===== src/rtl/izs_pkg.sv =====
// izs_pkg: shared types and constants of the irrigation zone sequencer
// item and result structs, configuration and state records, codes and reset values
// no dependencies
package izs_pkg;

    // event codes carried in the input item
    typedef enum logic [1:0] {
        OP_SOIL  = 2'd0,
        OP_TICK  = 2'd1,
        OP_START = 2'd2,
        OP_STOP  = 2'd3
    } t_opcode;

    // sequencer phases
    typedef enum logic [1:0] {
        PH_IDLE  = 2'd0,
        PH_WATER = 2'd1,
        PH_ALERT = 2'd2,
        PH_REST  = 2'd3
    } t_phase;

    // configuration register indexes
    typedef enum logic [2:0] {
        CFG_THR_ONE   = 3'd0,
        CFG_THR_TWO   = 3'd1,
        CFG_THR_THREE = 3'd2,
        CFG_HUM_LIMIT = 3'd3,
        CFG_WATER_SEC = 3'd4,
        CFG_MAX_CYC   = 3'd5,
        CFG_ALERT_SEC = 3'd6,
        CFG_REST_SEC  = 3'd7
    } t_cfg_idx;

    localparam int CFG_IDX_W  = 3;
    localparam int CFG_DATA_W = 12;

    // configuration reset values
    localparam logic [11:0] THR_ONE_RST   = 12'd1000;
    localparam logic [11:0] THR_TWO_RST   = 12'd1500;
    localparam logic [11:0] THR_THREE_RST = 12'd2000;
    localparam logic [6:0]  HUM_LIMIT_RST = 7'd80;
    localparam logic [7:0]  WATER_SEC_RST = 8'd30;
    localparam logic [7:0]  MAX_CYC_RST   = 8'd30;
    localparam logic [3:0]  ALERT_SEC_RST = 4'd2;
    localparam logic [3:0]  REST_SEC_RST  = 4'd2;

    // servo pulse levels for 45, 90 and 135 degrees
    localparam logic [10:0] SERVO_LOW  = 11'd1000;
    localparam logic [10:0] SERVO_MID  = 11'd1500;
    localparam logic [10:0] SERVO_HIGH = 11'd2000;

    // dry masks that pick the narrower servo angles
    localparam logic [2:0] MASK_ONE   = 3'b001;
    localparam logic [2:0] MASK_TWO   = 3'b011;

    typedef struct packed {
        logic [1:0]  opcode;
        logic [11:0] soil_level;
        logic [6:0]  humidity_percent;
        logic        intrusion;
    } t_in_item;

    typedef struct packed {
        logic        pump_on;
        logic        alert_on;
        logic [10:0] servo_pulse;
        logic [1:0]  active_zone;
        logic [7:0]  seconds_left;
        logic [2:0]  dry_mask;
        logic [7:0]  run_total;
        logic        maintenance_due;
        logic [1:0]  phase_now;
    } t_out_item;

    typedef struct packed {
        logic [11:0] thr_one;
        logic [11:0] thr_two;
        logic [11:0] thr_three;
        logic [6:0]  hum_limit;
        logic [7:0]  water_sec;
        logic [7:0]  run_limit;
        logic [3:0]  alert_sec;
        logic [3:0]  rest_sec;
    } t_cfg;

    typedef struct packed {
        logic [2:0]  dry_bits;
        logic        start_pending;
        logic        abort_pending;
        t_phase      phase;
        logic [1:0]  zone_ptr;
        logic [7:0]  countdown;
        logic [3:0]  hold_cnt;
        logic [7:0]  run_cnt;
        logic [10:0] servo_level;
    } t_state;

    // next zone in cyclic order, pointer three folds to zero
    function automatic logic [1:0] next_zone(input logic [1:0] z);
        next_zone = (z >= 2'd2) ? 2'd0 : z + 2'd1;
    endfunction

endpackage


===== src/rtl/izs_step.sv =====
// izs_step: next-state and result logic for one event of the zone sequencer
// purely combinational, evaluated once per accepted item
// depends on izs_pkg
module izs_step
    import izs_pkg::*;
(
    input  t_cfg      i_cfg,
    input  t_state    i_state,
    input  t_in_item  i_item,
    output t_state    o_state,
    output t_out_item o_result
);

    t_state     ns;
    logic       maint;
    logic [1:0] zp;
    logic [1:0] zsel;
    logic [2:0] mask;
    logic [7:0] cd;
    logic [3:0] hd;
    logic [7:0] runs;
    logic       do_start;
    logic       do_end;
    logic       intr_end;
    logic       do_finish;

    always_comb begin
        ns        = i_state;
        maint     = 1'b0;
        zp        = (i_state.zone_ptr == 2'd3) ? 2'd0 : i_state.zone_ptr;
        zsel      = zp;
        mask      = '0;
        cd        = '0;
        hd        = '0;
        runs      = '0;
        do_start  = 1'b0;
        do_end    = 1'b0;
        intr_end  = 1'b0;
        do_finish = 1'b0;

        case (t_opcode'(i_item.opcode))
            OP_SOIL: begin
                // dry mask from the three thresholds, high humidity clears it
                mask[0] = (i_item.soil_level < i_cfg.thr_one);
                mask[1] = (i_item.soil_level < i_cfg.thr_two);
                mask[2] = (i_item.soil_level < i_cfg.thr_three);
                if (i_item.humidity_percent > i_cfg.hum_limit) begin
                    mask = '0;
                end
                ns.dry_bits = mask;
            end
            OP_TICK: begin
                case (i_state.phase)
                    PH_IDLE: begin
                        ns.zone_ptr = zp;
                        // pending start wins, else cyclic search for a dry zone
                        if (i_state.start_pending) begin
                            do_start = 1'b1;
                            zsel     = zp;
                        end else begin
                            do_start = |i_state.dry_bits;
                            if (i_state.dry_bits[zp]) begin
                                zsel = zp;
                            end else if (i_state.dry_bits[next_zone(zp)]) begin
                                zsel = next_zone(zp);
                            end else begin
                                zsel = next_zone(next_zone(zp));
                            end
                        end
                    end
                    PH_WATER: begin
                        if (i_state.abort_pending) begin
                            do_end = 1'b1;
                        end else if (i_item.intrusion) begin
                            do_end   = 1'b1;
                            intr_end = 1'b1;
                        end else begin
                            cd = (i_state.countdown != '0) ? i_state.countdown - 8'd1 : '0;
                            ns.countdown = cd;
                            do_end = (cd == '0);
                        end
                    end
                    PH_ALERT: begin
                        hd = (i_state.hold_cnt != '0) ? i_state.hold_cnt - 4'd1 : '0;
                        ns.hold_cnt = hd;
                        do_finish = (hd == '0);
                    end
                    default: begin
                        hd = (i_state.hold_cnt != '0) ? i_state.hold_cnt - 4'd1 : '0;
                        ns.hold_cnt = hd;
                        if (hd == '0) begin
                            ns.phase = PH_IDLE;
                        end
                    end
                endcase

                // zone start
                if (do_start) begin
                    ns.zone_ptr      = zsel;
                    ns.start_pending = 1'b0;
                    ns.abort_pending = 1'b0;
                    if (i_state.dry_bits == MASK_ONE) begin
                        ns.servo_level = SERVO_LOW;
                    end else if (i_state.dry_bits == MASK_TWO) begin
                        ns.servo_level = SERVO_MID;
                    end else begin
                        ns.servo_level = SERVO_HIGH;
                    end
                    ns.phase     = PH_WATER;
                    ns.countdown = i_cfg.water_sec;
                    if (i_cfg.water_sec == '0) begin
                        do_end = 1'b1;
                    end
                end

                // zone end, intrusion goes to alert hold when it has length
                if (do_end) begin
                    ns.countdown = '0;
                    ns.zone_ptr  = next_zone(ns.zone_ptr);
                    if (intr_end && (i_cfg.alert_sec != '0)) begin
                        ns.phase    = PH_ALERT;
                        ns.hold_cnt = i_cfg.alert_sec;
                    end else begin
                        do_finish = 1'b1;
                    end
                end

                // run count, maintenance pulse and rest, or idle when the rest length is zero
                if (do_finish) begin
                    runs = i_state.run_cnt + 8'd1;
                    if (runs >= i_cfg.run_limit) begin
                        runs  = '0;
                        maint = 1'b1;
                    end
                    ns.run_cnt = runs;
                    if (i_cfg.rest_sec == '0) begin
                        ns.phase = PH_IDLE;
                    end else begin
                        ns.phase    = PH_REST;
                        ns.hold_cnt = i_cfg.rest_sec;
                    end
                end
            end
            OP_START: begin
                ns.start_pending = 1'b1;
            end
            default: begin
                ns.abort_pending = 1'b1;
            end
        endcase
    end

    // status result from the state after this event
    always_comb begin
        o_result.pump_on         = (ns.phase == PH_WATER);
        o_result.alert_on        = (ns.phase == PH_ALERT);
        o_result.servo_pulse     = ns.servo_level;
        o_result.active_zone     = (ns.phase == PH_WATER)
                                 ? ((ns.zone_ptr == 2'd3) ? 2'd1 : ns.zone_ptr + 2'd1)
                                 : 2'd0;
        o_result.seconds_left    = (ns.phase == PH_WATER) ? ns.countdown : 8'd0;
        o_result.dry_mask        = ns.dry_bits;
        o_result.run_total       = ns.run_cnt;
        o_result.maintenance_due = maint;
        o_result.phase_now       = ns.phase;
    end

    assign o_state = ns;

endmodule


===== src/rtl/irrigation_zone_sequencer.sv =====
// irrigation_zone_sequencer: top level with handshakes, configuration and state registers
// one result per accepted event; depends on izs_pkg and izs_step
// a result is valid in the cycle after its item transfer (one result register)
// throughput: one item per cycle while each result is taken; the state update and result are one combinational pass
// the input side stays ready while the result register is empty or being taken
// synchronous active-low reset: idle scan state, default configuration; config always ready
module irrigation_zone_sequencer
    import izs_pkg::*;
(
    input  logic                  i_clk,
    input  logic                  i_rst_n,
    input  logic                  i_in_valid,
    output logic                  o_in_ready,
    input  t_in_item              i_in_data,
    output logic                  o_out_valid,
    input  logic                  i_out_ready,
    output t_out_item             o_out_data,
    input  logic                  i_cfg_valid,
    output logic                  o_cfg_ready,
    input  logic [CFG_IDX_W-1:0]  i_cfg_index,
    input  logic [CFG_DATA_W-1:0] i_cfg_data
);

    t_cfg      r_cfg;
    t_state    r_state;
    t_state    n_state;
    t_out_item r_out;
    t_out_item n_out;
    logic      r_out_valid;
    logic      in_xfer;

    assign o_in_ready  = !r_out_valid || i_out_ready;
    assign o_cfg_ready = 1'b1;
    assign in_xfer     = i_in_valid && o_in_ready;
    assign o_out_valid = r_out_valid;
    assign o_out_data  = r_out;

    // event evaluation
    izs_step u_step (
        .i_cfg    (r_cfg),
        .i_state  (r_state),
        .i_item   (i_in_data),
        .o_state  (n_state),
        .o_result (n_out)
    );

    // configuration registers
    always_ff @(posedge i_clk) begin
        if (!i_rst_n) begin
            r_cfg.thr_one    <= THR_ONE_RST;
            r_cfg.thr_two    <= THR_TWO_RST;
            r_cfg.thr_three  <= THR_THREE_RST;
            r_cfg.hum_limit  <= HUM_LIMIT_RST;
            r_cfg.water_sec  <= WATER_SEC_RST;
            r_cfg.run_limit  <= MAX_CYC_RST;
            r_cfg.alert_sec  <= ALERT_SEC_RST;
            r_cfg.rest_sec   <= REST_SEC_RST;
        end else if (i_cfg_valid) begin
            case (t_cfg_idx'(i_cfg_index))
                CFG_THR_ONE:   r_cfg.thr_one    <= i_cfg_data;
                CFG_THR_TWO:   r_cfg.thr_two    <= i_cfg_data;
                CFG_THR_THREE: r_cfg.thr_three  <= i_cfg_data;
                CFG_HUM_LIMIT: r_cfg.hum_limit  <= i_cfg_data[6:0];
                CFG_WATER_SEC: r_cfg.water_sec  <= i_cfg_data[7:0];
                CFG_MAX_CYC:   r_cfg.run_limit  <= i_cfg_data[7:0];
                CFG_ALERT_SEC: r_cfg.alert_sec  <= i_cfg_data[3:0];
                CFG_REST_SEC:  r_cfg.rest_sec   <= i_cfg_data[3:0];
                default: begin
                end
            endcase
        end
    end

    // sequencer state
    always_ff @(posedge i_clk) begin
        if (!i_rst_n) begin
            r_state.dry_bits      <= '0;
            r_state.start_pending <= 1'b0;
            r_state.abort_pending <= 1'b0;
            r_state.phase         <= PH_IDLE;
            r_state.zone_ptr      <= '0;
            r_state.countdown     <= '0;
            r_state.hold_cnt      <= '0;
            r_state.run_cnt       <= '0;
            r_state.servo_level   <= '0;
        end else if (in_xfer) begin
            r_state <= n_state;
        end
    end

    // result register valid
    always_ff @(posedge i_clk) begin
        if (!i_rst_n) begin
            r_out_valid <= 1'b0;
        end else if (in_xfer) begin
            r_out_valid <= 1'b1;
        end else if (i_out_ready) begin
            r_out_valid <= 1'b0;
        end
    end

    // result payload
    always_ff @(posedge i_clk) begin
        if (in_xfer) begin
            r_out <= n_out;
        end
    end

endmodule


===== config.mk =====
export PLATFORM = sky130hd
export DESIGN_NAME = irrigation_zone_sequencer
export DESIGN_NICKNAME = d
export VERILOG_FILES = /design/src/rtl/izs_pkg.sv /design/src/rtl/izs_step.sv /design/src/rtl/irrigation_zone_sequencer.sv
export SDC_FILE = /design/constraint.sdc
export NUM_CORES = 1
export LEC_CHECK = 0
export BUFFER_PORTS_ARGS = -buffer_cell sky130_fd_sc_hd__buf_2
export CORE_ASPECT_RATIO = 1.2
export CORE_UTILIZATION = 25
export CTS_CLUSTER_SIZE = 20
export DETAILED_ROUTE_END_ITERATION = 12
export GPL_ROUTABILITY_DRIVEN = 0
export PLACE_DENSITY_LB_ADDON = 0.1
export SETUP_SLACK_MARGIN = 0.15
export SLEW_MARGIN = 20
export SYNTH_ARGS = -nofsm -noshare
export SYNTH_HDL_FRONTEND = slang
export SYNTH_SLANG_ARGS = --single-unit

===== constraint.sdc =====
create_clock -name i_clk -period 2.9 [get_ports i_clk]
set_input_delay 0.29 -clock i_clk [delete_from_list [all_inputs] [get_ports i_clk]]
set_output_delay 0.29 -clock i_clk [all_outputs]
set_load 0.05 [all_outputs]

### Yosys cells after proc, flatten, opt, wreduce, memory -nomap -nowiden

Cells that the tools add are included.

* $add $sub $neg: 7
* multipliers: 0
* div/mod/pow operators: 0
* magnitude comparators: 10
* eq/ne operators: 18
* shift operators: 0
* multiplexer cells: 60
* bitwise gates (word level): 2
* reduce and logical (&&, ||, !) cells: 33

Operators by type and width (count)
* 8-bit 2-to-1 mux: 5
* 12-bit less-than comparator: 3
* 35-bit 2-to-1 mux: 1
* 14-bit 2-to-1 mux: 2
* 2-bit 2-to-1 mux: 14
* 1-bit 2-to-1 mux: 23
* 11-bit 2-to-1 mux: 2
* 2-bit AND reduction: 10
* 8-bit zero test: 2
* 16-bit 2-to-1 mux: 1
* 4-bit 2-to-1 mux: 4
* 3-bit equality test, second input constant: 4
* 12-bit 2-to-1 mux: 1
* 2-bit equality test, second input constant: 5
* 10-bit 2-to-1 mux: 1
* 3-bit by 2-bit equality test with 1-bit output, second input constant: 3
* 2-bit by 1-bit adder with 2-bit output, second input constant: 4
* 8-bit by 1-bit adder with 8-bit output, second input constant: 1
* 8-bit >= comparator: 1
* 4-bit zero test: 2
* 4-bit nonzero test: 2
* 8-bit nonzero test: 1
* 8-bit by 1-bit subtractor with 8-bit output, second input constant: 1
* 7-bit > comparator: 1
* other kinds (19): 36

* register bits: 145
* bits in latches: 0
* memory bits (writable): 0
* ROM bits: 0
* output and inout bits: 40
* word-level logic and storage cells: 158
* memories: 0

### Logic depth before layout (Yosys ltp)

* word-level depth: 21
* mapped depth: 12

### Hierarchy

From an unflattened synthesis, not the netlist that was laid out.

* cells, all modules: 891
* area total of the unflattened synthesis: 8109.0 um^2

By module, submodules not included
* irrigation_zone_sequencer: instances 1, cells each 456, area an instance 5113.7 um^2, seq. area each 3273.1 um^2
* izs_step: instances 1, cells each 435, area an instance 2995.4 um^2, seq. area each 0.0 um^2

### Worst setup path after synthesis

OpenSTA, ideal clock, no wires.

* path type: register to register
* from: reg r_out_valid, in the netlist o_out_valid
* to: reg r_state[9] (netlist name)
* library setup time: 58 ps
* arrival time: 2863 ps
* data required time: 2842 ps
* setup slack: -22 ps
* cell stages (with the launch flop): 7
* path buffers: 0
* path through: dfxtp_1 > nand2b_1 > nand2_1 > inv_1 > nand2_1 > nor2_1 > o221a_2

* longest elaborated chain between the ends: 3

Ends and longest elaborated chain
* from (decl): line irrigation_zone_sequencer.sv:29 `logic r_out_valid;`
* from (signal assigned): line irrigation_zone_sequencer.sv:94 `r_out_valid <= 1'b0;`
* from (signal assigned): line irrigation_zone_sequencer.sv:96 `r_out_valid <= 1'b1;`
* from (signal assigned): line irrigation_zone_sequencer.sv:98 `r_out_valid <= 1'b0;`
* 1-bit zero test: line irrigation_zone_sequencer.sv:32 `assign o_in_ready = !r_out_valid || i_out_ready;`
* 1-bit logical OR: line irrigation_zone_sequencer.sv:32
* net o_in_ready: line irrigation_zone_sequencer.sv:13 `output logic o_in_ready,`
* 1-bit logical AND: line irrigation_zone_sequencer.sv:34 `assign in_xfer = i_in_valid && o_in_ready;`
* net in_xfer: line irrigation_zone_sequencer.sv:30 `logic in_xfer;`
* to (signal assigned): line irrigation_zone_sequencer.sv:87 `r_state <= n_state;`
* to (decl): line irrigation_zone_sequencer.sv:25 `t_state r_state;`

The timed path passes the listed nets, and every way through them passes these cells.
A chain may end at the register's enable or synchronous reset.

### Worst setup path after layout

* from: reg r_state[23] (netlist name)
* to: reg r_out (netlist bit o_out_data[23]), data pin

* longest elaborated chain between the ends: 16
* elaborated cells between the ends (all ways): 20
* classes of those cells: 2 x add/sub; 2 x eq/ne; 12 x mux; 1 x bitwise; 3 x reduce/logical

Ends and longest elaborated chain
* 8-bit by 1-bit subtractor with 8-bit output / 8-bit nonzero test (equally long branches): line izs_step.sv:78 `cd = (i_state.countdown != '0) ? i_state.countdown - 8'd1 : '0;`
* 8-bit 2-to-1 mux *: line izs_step.sv:78
* 8-bit zero test *: line izs_step.sv:80 `do_end = (cd == '0);`
* 1-bit 2-to-1 mux *: line izs_step.sv:74 `end else if (i_item.intrusion) begin`
* 1-bit 2-to-1 mux *: line izs_step.sv:72 `if (i_state.abort_pending) begin`
* 1-bit 2-to-1 mux *: line izs_step.sv:53 `case (i_state.phase)`
* 1-bit 2-to-1 mux: line izs_step.sv:111 `if (i_cfg.water_sec == '0) begin`
* 1-bit 2-to-1 mux *: line izs_step.sv:98 `if (do_start) begin`
* 1-bit 2-to-1 mux *: line izs_step.sv:41 `case (t_opcode'(i_item.opcode))`
* 1-bit 2-to-1 mux: line izs_step.sv:117 `if (do_end) begin`
* 1-bit 2-to-1 mux: line izs_step.sv:41
* 2-bit 2-to-1 mux: line izs_step.sv:129 `if (do_finish) begin`
* 35-bit 2-to-1 mux *: line izs_step.sv:41
* 2-bit by 1-bit equality test with 1-bit output: line izs_step.sv:158 `o_result.active_zone = (ns.phase == PH_WATER)`
* 1-bit inverter (no source line)
* 2-bit OR reduction (no source line)
* to (signal assigned): line irrigation_zone_sequencer.sv:105 `r_out <= n_out;`
* to (decl): line irrigation_zone_sequencer.sv:27 `t_out_item r_out;`

Mark *: on every way between the ends. The rest lies on a longest branch, timed or not. The select of a mux whose other input is x is not followed.

==> flow_summary_export.csv <==
group,metric,value,unit
run_status,status,"completed",
timing,hold_viol_final,0,
detailed_routing,antenna_left,0,
clock_network,clk-insertion-delay-late,0.43,ns
detailed_routing,vias,6628,
timing,grt_setup_unrepaired,"yes",
floorplan,die_x,162,um
worst_hold_path,min_path_type,"in2reg",
floorplan,ios,82,
power_and_ir_drop,peakVddDrop,0.370,mV
floorplan,die_h,194,um
timing,fin_crit,2.66,ns
global_route,grt_max_degree,54,
critical_path,critical_path_class,"reg2reg",
placed_design,place_ws,0.0418,ns
timing,post-route-period-util,0.918,
synth,synth_area_leaders,"dfxtp_1 (28%), edfxtp_1 (15%), ha_1 (8.8%)",
power_and_ir_drop,leakagePower,3.82,nW
synth,synth_most_common_cell,"nand2_1",
timing,max_slew.worst_pin.slew,0.877,ns
floorplan,die_area,0.0314,mm2
critical_path,cp_common_cell,"ha_1",
timing,max_clock_freq,376,MHz
synth,synth_area_per_cell,8.54,um2
placed_design,io_buffers,80,
clock_network,cts.sinks,145,
timing,worst_slack,0.238,ns
critical_path,cp_cell_sequence,"inv_1 -> ha_1 -> or4bb_1 -> o22ai_2 -> o311ai_4 -> a22o_1 -> buf_4 -> o21ai_2 -> a21oi_1 -> ha_1 -> nor3_2",
global_route,track_usage,0.152,
finish,drive_gt1_frac,0.183,
floorplan,coreArea,0.0299,mm2
synth,syn_inst,897,
synth,yosysSeqAreaShare,0.427,
clock_network,cts.path.max_buffers,2,
synth,synth_top_area_share,0.282,
placed_design,hpwlAfterDp,16.5,mm
critical_path,critPathSlowestCell,"or4bb_1",
finish,fillers,3245,
detailed_routing,routedWlPerCell,16.5,um
power_and_ir_drop,cellPowerDensity,560,mW/mm2
synth,ys.flop_type,"dfxtp_1",
detailed_routing,wl,23.0,mm
finish,final_util,0.315,
worst_hold_path,holdPathStages,3,
critical_path,start_kind,"flip-flop",
timing,fin_tns_setup,0,ns
synth,synth_cell_types,69,
critical_path,crit_arrival,2.86,ns
clock_network,cts-buffers-inserted,17,
synth,synth_top_area_cell,"dfxtp_1",
global_route,grt_pass1_wl,36.4,mm
synth,synth_enable_flop_cells,37,
critical_path,critPathMaxFanout,3,
finish,syn2layout_area_growth,22.6,%
timing,final_max_slew_viol_count,0,
synth,yosysWarnings,0,
global_route,grt_pass1_vias,6540,
timing,skew,0.00968,ns
synth,syn_area,0.00766,mm2
clock_network,cts_tree,"done",
clock_network,h-tree-depth,4,
detailed_routing,viasPerCell,4.76,
clock_network,cts_root_buf,"clkbuf_16",
detailed_routing,drtPass1Iterations,6,
floorplan,rows,69,
synth,syn_nets,993,
timing,setup_viol,0,
global_route,grt-ovfl-total,0,
critical_path,worst_ep_required_time,3.09,ns
synth,synthTopCellsByCount,"nand2_1 (166), dfxtp_1 (108), a21oi_1 (84)",
critical_path,reg2reg_depth,11,
synth,async_reset_ff_frac,0,
run,cap_violations,0,
detailed_routing,first_iter_violations,234,
critical_path,critPathMaxStageDelay,0.41,ns
floorplan,initial_core_util,0.257,
synth,ys_ff_latch,145,
timing,whs,0.115,ns
detailed_routing,post-route-drc-count,0,
critical_path,crit_path_end_kind,"flip-flop",
timing,max-slew-margin-rel,0.411,
finish,nNetsFinal,1084,
global_route,antenna_found_initial,3,
clock_network,path_clk_slew,0.06,ns
-- power by group --
| group | internal, W | switching [W] |
|---|---|---|
| logic | 0.000218 | 0.000458 |
| clock network | 0.00145 | 0.000954 |
| registers | 0.00214 | 0.0000356 |
| total | 0.00381 | 0.00145 |
-- kinds of logic (layout without fill, tap and decap cells) --
logic type,count (synthesis),count (layout),synth area share
AO/OA/AOI/OAI,239,239,0.200
XOR/XNOR,4,4,0.00457
adder cells (fa/ha/maj),54,54,0.0882
buffers and inverters,111,215,0.0593
flip-flops,145,145,0.427
multiplexers,10,10,0.0134
other,1,2,0.000489
AND/OR/NAND/NOR,333,333,0.207
-- area by class of cell --
class | instances | area [um2] | share of cell area
Clock buffer | 20 | 468 | 0.0498
Sequential cell | 145 | 3270 | 0.349
Tap cell | 390 | 488 | 0.0519
Antenna cell | 1 | 2.50 | 0.000266
Timing Repair Buffer | 118 | 714 | 0.0760
Inverter | 65 | 248 | 0.0264
Clock inverter | 12 | 170 | 0.0181
Multi-Input combinational cell | 641 | 4030 | 0.429
-- routing by layer --
metal | up-vias | GRT usage | part of all wire
li1 | 3381 | - | -
met1 | 3102 | 0.186 | 0.45
met4 | 4 | 0.0601 | 0.019
met5 | - | 0 | 0.00078
met3 | 27 | 0.0267 | 0.036
met2 | 114 | 0.263 | 0.50
-- stage by stage --
stage	power [W]	cells	instance area, um2
finish	0.00526	1392	9400
global route	0.00549	1392	9400
CTS	0.00535	1389	9320
detailed placement	0.00289	1356	8640
global placement	0.00290	1356	8640
floorplan	0.00266	897	7670
-- registers in the layout (all words and copies together) (netlist names) --
| signal | count |
|---|---|
| r_cfg | 67 |
| r_state | 40 |
| o_out_data | 37 |
| o_out_valid | 1 |
-- layout by cell type (no fill, tap or decap), drive strengths merged, types with 4 or more instances in the layout --
cell type	n
edfxtp	37
dfxtp	108
or3	4
nor4	7
clkbuf	20
o32ai	5
nor2	46
o31ai	8
clkinv	5
or4	4
a21oi	84
a21o	7
o21ai	40
a31oi	6
nor3	10
ha	54
xor2	4
o211ai	34
o22ai	6
a211o	5
nor2b	9
o2111ai	12
nand4	11
nand3	29
mux2i	8
nand2b	23
buf	118
o21a	5
nand2	166
inv	67
a211oi	7
and2	7
and3	5
-- worst max-delay path: cells and delay by family (launching register included) --
family                     cells  cell delay, ns
DFF                            1            0.33
and+or+nand+nor                2            0.45
adders and majority gates      2            0.58
buffers and inverters          2            0.17
AOI/OAI and AO/OA              5            0.90
-- path summary, 6_finish.rpt --
check / startpoint / to / slack (ns)
worst max-delay path: r_state[23] / o_out_data[23] / 0.24
worst min-delay path: i_in_valid / o_out_valid / 0.12
worst max register to register: r_state[23] / o_out_data[23] / 0.24
worst min register to register: r_cfg[25] / r_cfg[25] / 0.45
-- timing repair --
item | in CTS | in global routing
gates resized for setup | 5 | 12
hold buffers | 0 | 0
buffers inserted | 1 | 2
endpoints found under the setup margin | 1 | 13
pin swaps | 1 | 6
No activity file was read; power rests on OpenSTA's default activity.
